<file path="config.mk">
export PLATFORM = sky130hd
export DESIGN_NAME = wav_header_check_sample_unpacker_core_flat
export DESIGN_NICKNAME = d
export VERILOG_FILES = /design/src/design/whc_pkg.sv /design/src/design/whc_if.sv /design/src/design/whc_parser.sv /design/src/design/wav_header_check_sample_unpacker_core.sv /design/src/flat_wrapper.sv
export SDC_FILE = /design/constraint.sdc
export NUM_CORES = 1
export LEC_CHECK = 0
export BUFFER_PORTS_ARGS = -buffer_cell sky130_fd_sc_hd__buf_2
export CORE_ASPECT_RATIO = 0.6
export CORE_MARGIN = 8
export CORE_UTILIZATION = 35
export CTS_BUF_LIST = sky130_fd_sc_hd__clkbuf_4 sky130_fd_sc_hd__clkbuf_8
export CTS_CLUSTER_SIZE = 40
export DETAILED_ROUTE_END_ITERATION = 8
export HOLD_SLACK_MARGIN = 0.03
export PLACE_DENSITY_LB_ADDON = 0.25
export SETUP_SLACK_MARGIN = 0.2
export SKIP_LAST_GASP = 1
export SYNTH_ARGS = -nofsm -noshare
export SYNTH_HDL_FRONTEND = slang
export SYNTH_SLANG_ARGS = --single-unit
</file>
<file path="constraint.sdc">
create_clock -name i_clk -period 4.4 [get_ports i_clk]
set_input_delay 0.22 -clock i_clk [delete_from_list [all_inputs] [get_ports i_clk]]
set_output_delay 0.22 -clock i_clk [all_outputs]
set_load 0.02 [all_outputs]
</file>
<file path="src/design/whc_pkg.sv">
// ----------------------------------------------------------------------------
// whc_pkg
// Shared types, constants and helpers for the WAV header check and sample
// unpacker.
// ----------------------------------------------------------------------------
package whc_pkg;

    localparam int BYTE_W     = 8;
    localparam int RATE_W     = 18;
    localparam int WORD_W     = 32;
    localparam int POS_W      = 6;
    localparam int SAMPLE_W   = 24;
    localparam int NUM_CHECKS = 11;
    localparam int PADDR_W    = 2;
    localparam int PDATA_W    = 32;

    // Chunk identifiers as they read in a little-endian word
    localparam logic [WORD_W-1:0] ID_RIFF = 32'h4646_4952;
    localparam logic [WORD_W-1:0] ID_WAVE = 32'h4556_4157;
    localparam logic [WORD_W-1:0] ID_FMT  = 32'h2074_6D66;
    localparam logic [WORD_W-1:0] ID_DATA = 32'h6174_6164;

    localparam logic [WORD_W-1:0] FMT_SIZE_PCM  = 32'd16;
    localparam logic [15:0]       FORMAT_PCM    = 16'd1;
    localparam logic [15:0]       CHANNELS_MONO = 16'd1;
    localparam logic [15:0]       BITS_16       = 16'd16;
    localparam logic [15:0]       ALIGN_MONO16  = 16'd2;

    localparam logic [RATE_W-1:0] RATE_RESET = 18'd44100;

    // Header byte index of the last byte of each checked word
    localparam logic [POS_W-1:0] POS_RIFF      = 6'd3;
    localparam logic [POS_W-1:0] POS_WAVE      = 6'd11;
    localparam logic [POS_W-1:0] POS_FMT_ID    = 6'd15;
    localparam logic [POS_W-1:0] POS_FMT_SIZE  = 6'd19;
    localparam logic [POS_W-1:0] POS_FORMAT    = 6'd23;
    localparam logic [POS_W-1:0] POS_RATE      = 6'd27;
    localparam logic [POS_W-1:0] POS_AVG_BPS   = 6'd31;
    localparam logic [POS_W-1:0] POS_ALIGN     = 6'd35;
    localparam logic [POS_W-1:0] POS_DATA_ID   = 6'd39;
    localparam logic [POS_W-1:0] POS_DATA_SIZE = 6'd43;

    localparam logic [PADDR_W-1:0] ADDR_RATE = 2'd0;

    typedef enum logic [1:0] {
        PH_IDLE,
        PH_HEAD,
        PH_DATA,
        PH_DONE
    } t_phase;

    typedef enum logic [3:0] {
        ERR_OK        = 4'd0,
        ERR_RIFF      = 4'd1,
        ERR_WAVE      = 4'd2,
        ERR_FMT_ID    = 4'd3,
        ERR_FMT_SIZE  = 4'd4,
        ERR_FORMAT    = 4'd5,
        ERR_CHANNELS  = 4'd6,
        ERR_RATE      = 4'd7,
        ERR_BITS      = 4'd8,
        ERR_AVG_BPS   = 4'd9,
        ERR_ALIGN     = 4'd10,
        ERR_DATA_ID   = 4'd11
    } t_err;

    typedef enum logic {
        KIND_STATUS = 1'b0,
        KIND_SAMPLE = 1'b1
    } t_kind;

    typedef struct packed {
        t_kind                 kind;
        t_err                  err;
        logic [SAMPLE_W-1:0]   sample;
        logic                  last;
    } t_result;

    // Failure flag for a check: bit k stands for error code k+1
    function automatic logic [NUM_CHECKS-1:0] chk_bit(input t_err e);
        return NUM_CHECKS'(1) << (4'(e) - 4'd1);
    endfunction

    // Lowest set flag wins
    function automatic t_err first_error(input logic [NUM_CHECKS-1:0] f);
        t_err e;
        e = ERR_OK;
        for (int k = NUM_CHECKS - 1; k >= 0; k--) begin
            if (f[k]) begin
                e = t_err'(4'(k + 1));
            end
        end
        return e;
    endfunction

endpackage

</file>
<file path="src/design/whc_if.sv">
// ----------------------------------------------------------------------------
// whc_in_if / whc_out_if
// Valid/ready channels for raw file bytes and for results.
// ----------------------------------------------------------------------------
interface whc_in_if;
    logic       valid;
    logic       ready;
    logic [7:0] data_byte;
    logic       first_byte;

    modport source (output valid, output data_byte, output first_byte, input ready);
    modport sink   (input valid, input data_byte, input first_byte, output ready);
endinterface

interface whc_out_if;
    logic        valid;
    logic        ready;
    logic        result_kind;
    logic [3:0]  error_code;
    logic [23:0] sample_word;
    logic        last_sample;

    modport source (output valid, output result_kind, output error_code,
                    output sample_word, output last_sample, input ready);
    modport sink   (input valid, input result_kind, input error_code,
                    input sample_word, input last_sample, output ready);
endinterface

</file>
<file path="src/design/whc_parser.sv">
// ----------------------------------------------------------------------------
// whc_parser
// Per-byte header checker and sample pairing; updates its state on i_fire.
// ----------------------------------------------------------------------------
module whc_parser (
    input  logic                        i_clk,
    input  logic                        i_rst_n,
    input  logic                        i_fire,
    input  logic [whc_pkg::BYTE_W-1:0]  i_data_byte,
    input  logic                        i_first_byte,
    input  logic [whc_pkg::RATE_W-1:0]  i_expected_rate,
    output logic                        o_res_valid,
    output whc_pkg::t_result            o_result
);
    import whc_pkg::*;

    logic [POS_W-1:0]      r_pos,    n_pos,    s_pos;
    t_phase                r_phase,  n_phase,  s_phase;
    logic [WORD_W-1:0]     r_asm,    n_asm,    s_asm;
    logic [NUM_CHECKS-1:0] r_fail,   n_fail,   s_fail;
    logic [WORD_W-1:0]     r_remain, n_remain, s_remain;
    logic [BYTE_W-1:0]     r_low,    n_low,    s_low;
    logic                  r_parity, n_parity, s_parity;
    logic                  w_status;
    logic                  w_sample;

    // Next state
    always_comb begin
        s_pos    = r_pos;
        s_phase  = r_phase;
        s_asm    = r_asm;
        s_fail   = r_fail;
        s_remain = r_remain;
        s_low    = r_low;
        s_parity = r_parity;
        if (i_first_byte) begin
            s_pos    = '0;
            s_phase  = PH_HEAD;
            s_asm    = '0;
            s_fail   = '0;
            s_remain = '0;
            s_low    = '0;
            s_parity = 1'b0;
        end

        n_pos    = s_pos;
        n_phase  = s_phase;
        n_asm    = s_asm;
        n_fail   = s_fail;
        n_remain = s_remain;
        n_low    = s_low;
        n_parity = s_parity;
        w_status = 1'b0;
        w_sample = 1'b0;

        unique case (s_phase)
            PH_HEAD: begin
                n_asm = {i_data_byte, s_asm[WORD_W-1:BYTE_W]};
                n_pos = s_pos + POS_W'(1);
                unique case (s_pos)
                    POS_RIFF: begin
                        if (n_asm != ID_RIFF) n_fail = n_fail | chk_bit(ERR_RIFF);
                    end
                    POS_WAVE: begin
                        if (n_asm != ID_WAVE) n_fail = n_fail | chk_bit(ERR_WAVE);
                    end
                    POS_FMT_ID: begin
                        if (n_asm != ID_FMT) n_fail = n_fail | chk_bit(ERR_FMT_ID);
                    end
                    POS_FMT_SIZE: begin
                        if (n_asm != FMT_SIZE_PCM) n_fail = n_fail | chk_bit(ERR_FMT_SIZE);
                    end
                    POS_FORMAT: begin
                        if (n_asm[15:0] != FORMAT_PCM) n_fail = n_fail | chk_bit(ERR_FORMAT);
                        if (n_asm[31:16] != CHANNELS_MONO) begin
                            n_fail = n_fail | chk_bit(ERR_CHANNELS);
                        end
                    end
                    POS_RATE: begin
                        if (n_asm != {{(WORD_W-RATE_W){1'b0}}, i_expected_rate}) begin
                            n_fail = n_fail | chk_bit(ERR_RATE);
                        end
                    end
                    POS_AVG_BPS: begin
                        // Low 32 bits of the bytes-per-second field times 8 against rate*16
                        if ({n_asm[WORD_W-4:0], 3'b000} !=
                            {{(WORD_W-RATE_W-4){1'b0}}, i_expected_rate, 4'b0000}) begin
                            n_fail = n_fail | chk_bit(ERR_AVG_BPS);
                        end
                    end
                    POS_ALIGN: begin
                        if (n_asm[15:0] != ALIGN_MONO16) n_fail = n_fail | chk_bit(ERR_ALIGN);
                        if (n_asm[31:16] != BITS_16) n_fail = n_fail | chk_bit(ERR_BITS);
                    end
                    POS_DATA_ID: begin
                        if (n_asm != ID_DATA) n_fail = n_fail | chk_bit(ERR_DATA_ID);
                    end
                    POS_DATA_SIZE: begin
                        w_status = 1'b1;
                        n_pos    = '0;
                        if (n_fail == '0 && n_asm[WORD_W-1:1] != '0) begin
                            n_phase  = PH_DATA;
                            n_remain = n_asm;
                            n_parity = 1'b0;
                        end else begin
                            n_phase = PH_DONE;
                        end
                    end
                    default: ;
                endcase
            end
            PH_DATA: begin
                if (!s_parity) begin
                    n_low    = i_data_byte;
                    n_parity = 1'b1;
                end else begin
                    n_parity = 1'b0;
                    n_remain = s_remain - WORD_W'(2);
                    w_sample = 1'b1;
                    if (n_remain[WORD_W-1:1] == '0) n_phase = PH_DONE;
                end
            end
            default: ;
        endcase
    end

    // Result
    always_comb begin
        o_res_valid     = i_fire && (w_status || w_sample);
        o_result.kind   = w_sample ? KIND_SAMPLE : KIND_STATUS;
        o_result.err    = w_status ? first_error(n_fail) : ERR_OK;
        o_result.sample = w_sample ? {i_data_byte, s_low, 8'h00} : '0;
        o_result.last   = w_sample && (n_remain[WORD_W-1:1] == '0);
    end

    always_ff @(posedge i_clk) begin
        if (!i_rst_n) begin
            r_pos    <= '0;
            r_phase  <= PH_IDLE;
            r_asm    <= '0;
            r_fail   <= '0;
            r_remain <= '0;
            r_low    <= '0;
            r_parity <= 1'b0;
        end else if (i_fire) begin
            r_pos    <= n_pos;
            r_phase  <= n_phase;
            r_asm    <= n_asm;
            r_fail   <= n_fail;
            r_remain <= n_remain;
            r_low    <= n_low;
            r_parity <= n_parity;
        end
    end

endmodule

</file>
<file path="src/design/wav_header_check_sample_unpacker_core.sv">
// ----------------------------------------------------------------------------
// wav_header_check_sample_unpacker_core
// WAV (RIFF, PCM, 16-bit mono) header checker and sample unpacker.
// ----------------------------------------------------------------------------
// The block takes a WAV file one byte per transaction on i_in; first_byte
// restarts parsing at header byte 0. After the 44th header byte it returns one
// status transaction (error_code 0, or the failed check with the lowest error
// code), and after a good header it returns one sample transaction per byte
// pair of the data chunk, 16-bit little-endian shifted left by 8, with
// last_sample on the final pair; a trailing odd byte is dropped. It takes one
// byte per clock while the output is not stalled: an accepted byte lands in
// the input register, and when the parser fires it updates its counters and
// checks from that register while the result is loaded into the output
// register. A waiting result stalls the parser; the input register can still
// take one byte, and input ready drops only while both registers are full and
// the result is not taken.
// The expected sample rate is written through the APB port at address 0; the
// user must write it only while the block is idle, which the block itself
// does not enforce; it resets to 44100.
// ----------------------------------------------------------------------------
module wav_header_check_sample_unpacker_core (
    input  logic                          i_clk,
    input  logic                          i_rst_n,
    whc_in_if.sink                        i_in,
    whc_out_if.source                     o_out,
    input  logic                          psel,
    input  logic                          penable,
    input  logic                          pwrite,
    input  logic [whc_pkg::PADDR_W-1:0]   paddr,
    input  logic [whc_pkg::PDATA_W-1:0]   pwdata,
    output logic [whc_pkg::PDATA_W-1:0]   prdata,
    output logic                          pready
);
    import whc_pkg::*;

    logic [RATE_W-1:0] r_rate;
    logic              r_in_valid;
    logic [BYTE_W-1:0] r_in_byte;
    logic              r_in_first;
    logic              r_out_valid;
    t_result           r_out;

    logic              w_fire;
    logic              w_res_valid;
    t_result           w_result;

    // Configuration: always ready, write on the access cycle
    assign pready = 1'b1;
    assign prdata = (paddr == ADDR_RATE) ? {{(PDATA_W-RATE_W){1'b0}}, r_rate} : '0;

    always_ff @(posedge i_clk) begin
        if (!i_rst_n) begin
            r_rate <= RATE_RESET;
        end else if (psel && penable && pwrite && pready && paddr == ADDR_RATE) begin
            r_rate <= pwdata[RATE_W-1:0];
        end
    end

    // Advance the held byte whenever the output slot is free or draining
    assign w_fire     = r_in_valid && (!r_out_valid || o_out.ready);
    assign i_in.ready = !r_in_valid || w_fire;

    always_ff @(posedge i_clk) begin
        if (!i_rst_n) begin
            r_in_valid <= 1'b0;
        end else if (i_in.ready) begin
            r_in_valid <= i_in.valid;
        end
    end

    // Hold the payload until the parser takes it
    always_ff @(posedge i_clk) begin
        if (i_in.valid && i_in.ready) begin
            r_in_byte  <= i_in.data_byte;
            r_in_first <= i_in.first_byte;
        end
    end

    whc_parser u_parser (
        .i_clk           (i_clk),
        .i_rst_n         (i_rst_n),
        .i_fire          (w_fire),
        .i_data_byte     (r_in_byte),
        .i_first_byte    (r_in_first),
        .i_expected_rate (r_rate),
        .o_res_valid     (w_res_valid),
        .o_result        (w_result)
    );

    // Result register: load a new result, or drop the one just taken
    always_ff @(posedge i_clk) begin
        if (!i_rst_n) begin
            r_out_valid <= 1'b0;
        end else if (w_res_valid) begin
            r_out_valid <= 1'b1;
        end else if (o_out.ready) begin
            r_out_valid <= 1'b0;
        end
    end

    always_ff @(posedge i_clk) begin
        if (w_res_valid) begin
            r_out <= w_result;
        end
    end

    assign o_out.valid       = r_out_valid;
    assign o_out.result_kind = r_out.kind;
    assign o_out.error_code  = r_out.err;
    assign o_out.sample_word = r_out.sample;
    assign o_out.last_sample = r_out.last;

endmodule
</file>
<file path="src/flat_wrapper.sv">
// flat-port wrapper written by rule: the top's interface ports become plain ports
module wav_header_check_sample_unpacker_core_flat import whc_pkg::*;
  (i_clk, i_rst_n, psel, penable, pwrite, paddr, pwdata, prdata, pready, i_in_valid, i_in_data_byte, i_in_first_byte, i_in_ready, o_out_valid, o_out_result_kind, o_out_error_code, o_out_sample_word, o_out_last_sample, o_out_ready);
  whc_in_if i_in_i ();
  whc_out_if o_out_i ();
  input  logic i_clk;
  input  logic i_rst_n;
  input  logic psel;
  input  logic penable;
  input  logic pwrite;
  input  logic [whc_pkg::PADDR_W-1:0] paddr;
  input  logic [whc_pkg::PDATA_W-1:0] pwdata;
  output logic [whc_pkg::PDATA_W-1:0] prdata;
  output logic pready;
  input wire logic [$bits(i_in_i.valid)-1:0] i_in_valid;
  input wire logic [$bits(i_in_i.data_byte)-1:0] i_in_data_byte;
  input wire logic [$bits(i_in_i.first_byte)-1:0] i_in_first_byte;
  output wire logic [$bits(i_in_i.ready)-1:0] i_in_ready;
  output wire logic [$bits(o_out_i.valid)-1:0] o_out_valid;
  output wire logic [$bits(o_out_i.result_kind)-1:0] o_out_result_kind;
  output wire logic [$bits(o_out_i.error_code)-1:0] o_out_error_code;
  output wire logic [$bits(o_out_i.sample_word)-1:0] o_out_sample_word;
  output wire logic [$bits(o_out_i.last_sample)-1:0] o_out_last_sample;
  input wire logic [$bits(o_out_i.ready)-1:0] o_out_ready;
  assign i_in_i.valid = i_in_valid;
  assign i_in_i.data_byte = i_in_data_byte;
  assign i_in_i.first_byte = i_in_first_byte;
  assign i_in_ready = i_in_i.ready;
  assign o_out_valid = o_out_i.valid;
  assign o_out_result_kind = o_out_i.result_kind;
  assign o_out_error_code = o_out_i.error_code;
  assign o_out_sample_word = o_out_i.sample_word;
  assign o_out_last_sample = o_out_i.last_sample;
  assign o_out_i.ready = o_out_ready;
  wav_header_check_sample_unpacker_core u_core (.i_clk(i_clk), .i_rst_n(i_rst_n), .i_in(i_in_i), .o_out(o_out_i), .psel(psel), .penable(penable), .pwrite(pwrite), .paddr(paddr), .pwdata(pwdata), .prdata(prdata), .pready(pready));
endmodule
</file>
[Word level (Yosys, flattened, before mapping)]
Index checks and enable logic that the tools add are counted.
Storage, ports and cells
  flip-flop bits (word level): 143
  logic and storage cells: 125
  bits of input ports: 50
Cells by class
  bitwise gates (word level): 1
  reduce and logical (&&, ||, !) cells: 22
  muxes and demuxes: 57
  add/sub/neg operators: 2
  equal/unequal tests: 23
Operators with widths (count)
  $mux 32: 6
  $pmux 11 s9: 1
  $ne 32x31->1 const B: 3
  $pmux 32 s2: 1
  $logic_not 31->1: 2
  $mux 11: 3
  $mux 8: 4
  $ne 16x1->1 const B: 2
  $ne 32x18->1: 1
  $ne 32x30->1 const B: 1
  $ne 32x5->1 const B: 1
  $sub 32x2->32 const B: 1
  $reduce_bool 31->1: 1
  $ne 29x19->1: 1
  $eq 6x5->1 const B: 4
  $mux 6: 4
  $mux 4: 5
  $eq 6x6->1 const B: 3
  $mux 18: 1
  $ne 16x2->1 const B: 1
  $ne 16x5->1 const B: 1
  $mux 3: 5
  $mux 1: 14
  $mux 2: 7
  other kinds (21): 32

[Logic depth before layout (Yosys ltp)]
  depth after elaboration: 17
  depth in mapped cells: 19
  mapped depth without buffers: 12

[Modules after synthesis]
From an unflattened synthesis, not the netlist that was laid out.
Unflattened totals
  cells, all modules: 1140
  area, all modules: 9293.9 µm²
Modules (own cells, without submodules)
  whc_parser: area each 7005.5 µm², sequential area each 1661.6 µm², cells each 973, instances 1
  wav_header_check_sample_unpacker_core: area each 2288.4 µm², sequential area each 1571.5 µm², cells each 167, instances 1

[Worst setup path after synthesis]
No wires, ideal clock.
  path kind: register -> register
  from: reg u_core.r_in_first
  to: reg u_core.r_out (netlist bit u_core.o_out.last_sample) (data pin)
  setup time: 170 ps
  cell stages (with the launch flop): 20
  data required time: 4230 ps
  clock period less this slack: 4284 ps
  setup slack: 116 ps
  data arrival time: 4114 ps
  path buffers: 8
  cell sequence: edfxtp_1 -> clkbuf_1 -> clkbuf_1 -> clkbuf_1 -> inv_2 -> clkbuf_1 -> buf_1 -> nand2_1 -> ha_1 -> or3b_1 -> clkbuf_1 -> nor4_1 -> and4_1 -> clkbuf_1 -> or3_1 -> clkbuf_1 -> a221o_1 -> nor4b_2 -> nand4_1 -> nor4_2
RTL lines
  from (decl): line wav_header_check_sample_unpacker_core.sv:39  | logic r_in_first;
  from (signal assigned): line wav_header_check_sample_unpacker_core.sv:75  | r_in_first <= i_in.first_byte;
  to (signal assigned): line wav_header_check_sample_unpacker_core.sv:103  | r_out <= w_result;
  to (decl): line wav_header_check_sample_unpacker_core.sv:41  | t_result r_out;

==> flow_summary.toml <==
[synthesis]
synth_edf_count = 31
synthDistinctLibCells = 84
yosysSeqAreaShare_pct = 32.6
synth_area_per_cell_um2 = 7.57
ys_async_sr_fraction_pct = 0
synthFlopType = "dfxtp_1"
synthesis.area_um2 = 9180
yosys_warnings = 0
synth_seq_cells = 134
synthCells = 1212

[grt]
grt_pass1_vias = 9006
grt_use_met1_pct = 36.7
antenna_found_initial = 1
grt_max_degree = 87
grt_pass1_wl_mm = 58.5
grt-busiest-layer = "met1"
grt_overflow = 0
grt_util_met3_pct = 9.07
use_met2_pct = 30.6
grt.total_usage_pct = 24.1

[route]
dr_total_vias = 10144
ant_nets = 0
initialDrtViolationCount = 1350
wl_per_cell_um = 23.6
routed_wl_mm = 39.3
drt_pass1_iterations = 7
viasPerCell = 6.09
drcViolationCount = 0

[critical_path]
critical_path.startpoint_type = "flop"
critPathSlowestCell = "edfxtp_1"
path_class = "reg2reg"
required_ns = 4.71
worstReg2RegEnd = "u_core.o_out.last_sample"
critical_path_buf_inv_count = 0
arrival_ns = 4.19
crit_fanout = 7
cp-end-kind = "flop"
crit_chain = "nor2b_1, ha_1, and3b_1, nand3_1, o21ai_0, nand3_1, a221oi_1, nor4b_1, nand4_1, nor4_2"
reg2reg_depth = 10
crit_family = "simple AND/OR/NAND/NOR gates"
path_common_cell = "nand3_1"
reg2reg_slack_ns = 0.52
max_stage_delay_ns = 0.55
r2r_start = "u_core.r_in_first"
cp_num_cells = 10

[die]
die_width_um = 225
fp.dieH_um = 141
coreArea_um2 = 26100
dieArea_um2 = 31800
pin_count = 115
initial_core_util_pct = 35.2
rows = 46

[clocking]
clk_path_buf_depth = 2
cts_buffers = 17
clockRootBuffer = "clkbuf_8"
clk_latency_ns = 0.50
cts_max_level = 4
numClockSinks = 134
cts_tree = "done"
post_cts_resized = 0
clk_pin_slew_ns = 0.09

[power_and_ir_drop]
vdd_drop_max_v = 0.000214
seq_power_share_pct = 44.7
total_power_mw = 3.01
p_sw_share_pct = 36.7
power_leakage_nw = 3.92
p_int_mw = 1.91
power_density_nw_per_um2 = 283
power_frac_comb_pct = 20.7
p_switching_mw = 1.10
clockPowerShare_pct = 34.6

[final_layout]
syn2layout_area_growth_pct = 15.9
final_util_pct = 40.8
antenna_cells = 0
drive_gt1_share_pct = 15.2
finalNetCount = 1347

[sta]
fmax_ghz = 0.258
maxSlewHeadroom_pct = 33.5
rsz0062_at_grt = "no"
finClkSkew_ns = 0.0161
slew_viol_final = 0
min_period_ns = 3.88
finalHoldViolCount = 0
hold_slack_ns = 0.0829
setup_violations = 0
worst_pin_slew_ns = 0.994
timing.setup.tns_ns = 0
finalCritPeriodShare_pct = 88.1

[placed_design]
hpwlAfterDp_mm = 28.6
gp_congestion = 1.01
port_buffers = 77

[flow_run]
drv_cap = 0

[run_status]
status = "finished clean"

[hold_path]
hold_start = "o_out_ready"
min_to = "u_core.o_out.valid"
hold_class = "in2reg"
whs_path_depth = 4
-- layout make-up --
type	count	area, um2
Clock buffer	17	234
Fill cell	2687	15400
Sequential cell	134	2990
Inverter	25	93.8
Clock inverter	15	134
Multi-Input combinational cell	949	5600
Tap cell	360	450
Timing Repair Buffer	165	1130
-- power groups by stage --
stage | clock [mW] | combinational, mW | sequential, mW
final | 1.04 | 0.623 | 1.34
after CTS | 1.06 | 0.593 | 1.34
after global placement | 0 | 0.576 | 1.37
after floorplan | 0 | 0.386 | 1.34
after global routing | 1.11 | 0.657 | 1.35
after detailed placement | 0 | 0.573 | 1.37
-- how the worst max path moves through the flow --
stage / start / to / slack, ns
6_report: u_core.r_in_first / u_core.o_out.last_sample / 0.52
5_1_grt: u_core.r_in_first / u_core.o_out.last_sample / 0.29
4_1_cts: u_core.r_in_first / u_core.o_out.last_sample / 0.63
3_5_place_dp: u_core.r_in_first / u_core.o_out.last_sample / 0.68
3_3_place_gp: u_core.r_in_first / u_core.o_out.last_sample / 0.60
2_1_floorplan: u_core.r_in_first / u_core.o_out.last_sample / 0.17
-- placed cells by master, fill, tap and decap left out, types with 17 or more instances in the layout --
cell type / synthesis / layout
a22oi_1: 26 / 26
nor4_1: 28 / 28
buf_2: 0 / 77
xnor2_1: 21 / 21
a21oi_1: 89 / 88
inv_1: 21 / 21
edfxtp_1: 31 / 31
nand4_1: 17 / 17
dfxtp_1: 103 / 103
nor3_1: 40 / 40
nand2_1: 117 / 117
or3_1: 18 / 18
a211oi_1: 21 / 21
a31oi_1: 30 / 30
clkbuf_8: 0 / 17
nor2_1: 147 / 147
dlygate4sd3_1: 0 / 28
and2_1: 36 / 36
o21ai_0: 53 / 52
buf_4: 23 / 59
nand3_1: 43 / 43
conb_1: 2 / 23
-- cell families after synthesis --
kind of cell,share of synthesized area (%)
other,0.0818
buffers and inverters,7.32
AOI/OAI and AO/OA,23.1
adders and majority gates,0.682
xor gates and xnor gates,2.29
and+or+nand+nor,32.7
DFF,32.6
muxes,1.21
-- metrics by stage --
| step | cells | worst slack [ns] | area, um2 |
|---|---|---|---|
| floorplan | 1233 | 0.167 | 9260 |
| global placement | 1605 | 0.602 | 9990 |
| detailed placement | 1605 | 0.680 | 9990 |
| CTS | 1665 | 0.633 | 10600 |
| global route | 1665 | 0.290 | 10600 |
| finish | 1665 | 0.524 | 10600 |
-- cell usage after synthesis, types with 9 or more instances --
library cell | number | share of area [%]
nor2b_1 | 17 | 1.2
clkbuf_1 | 93 | 3.8
nand2b_1 | 16 | 1.1
o32ai_1 | 13 | 1.2
inv_1 | 21 | 0.86
nand2_1 | 117 | 4.8
buf_4 | 23 | 1.9
xnor2_1 | 21 | 2.0
nand4_1 | 17 | 1.2
a21oi_1 | 89 | 4.9
edfxtp_1 | 31 | 10
dfxtp_1 | 103 | 22
nor4bb_1 | 14 | 1.5
a22oi_1 | 26 | 2.1
and2_1 | 36 | 2.5
o21ai_0 | 53 | 2.9
nand3_1 | 43 | 2.3
or4_1 | 9 | 0.74
nor4_1 | 28 | 1.9
nor3_1 | 40 | 2.2
o31ai_1 | 9 | 0.74
a211oi_1 | 21 | 1.7
or3_1 | 18 | 1.2
a31oi_1 | 30 | 2.0
nor2_1 | 147 | 6.0
mux2i_1 | 10 | 1.1
-- timing repair --
item / 4_1_cts / 5_1_grt
hold buffers: 28 / 0
buffers inserted: 0 / 0
hold endpoints to repair: 28 / 0
-- sequential cells by signal, indices dropped and copies added (netlist names) --
name,count
u_core.o_out.error_code,4
u_core.o_out.last_sample,1
u_core.o_out.result_kind,1
u_core.o_out.sample_word,16
u_core.o_out.valid,1
u_core.r_in_byte,8
u_core.r_in_first,1
u_core.r_in_valid,1
u_core.r_rate,18
u_core.u_parser.r_asm,24
u_core.u_parser.r_fail,11
u_core.u_parser.r_low,8
u_core.u_parser.r_parity,1
u_core.u_parser.r_phase,2
u_core.u_parser.r_pos,6
u_core.u_parser.r_remain,31
-- routing by layer --
metal / up-vias / wire [um]
li1: 4593 / -
met1: 4863 / 18300
met2: 643 / 14800
met3: 45 / 5460
met4: 0 / 708
met5: - / 0
-- tightest hold or removal path: cells and delay by family --
kind	cells	cell delay, ns
buf+inv	1	0.08
simple gates	3	0.24
Note: power is estimated with default switching activity, not from simulation.
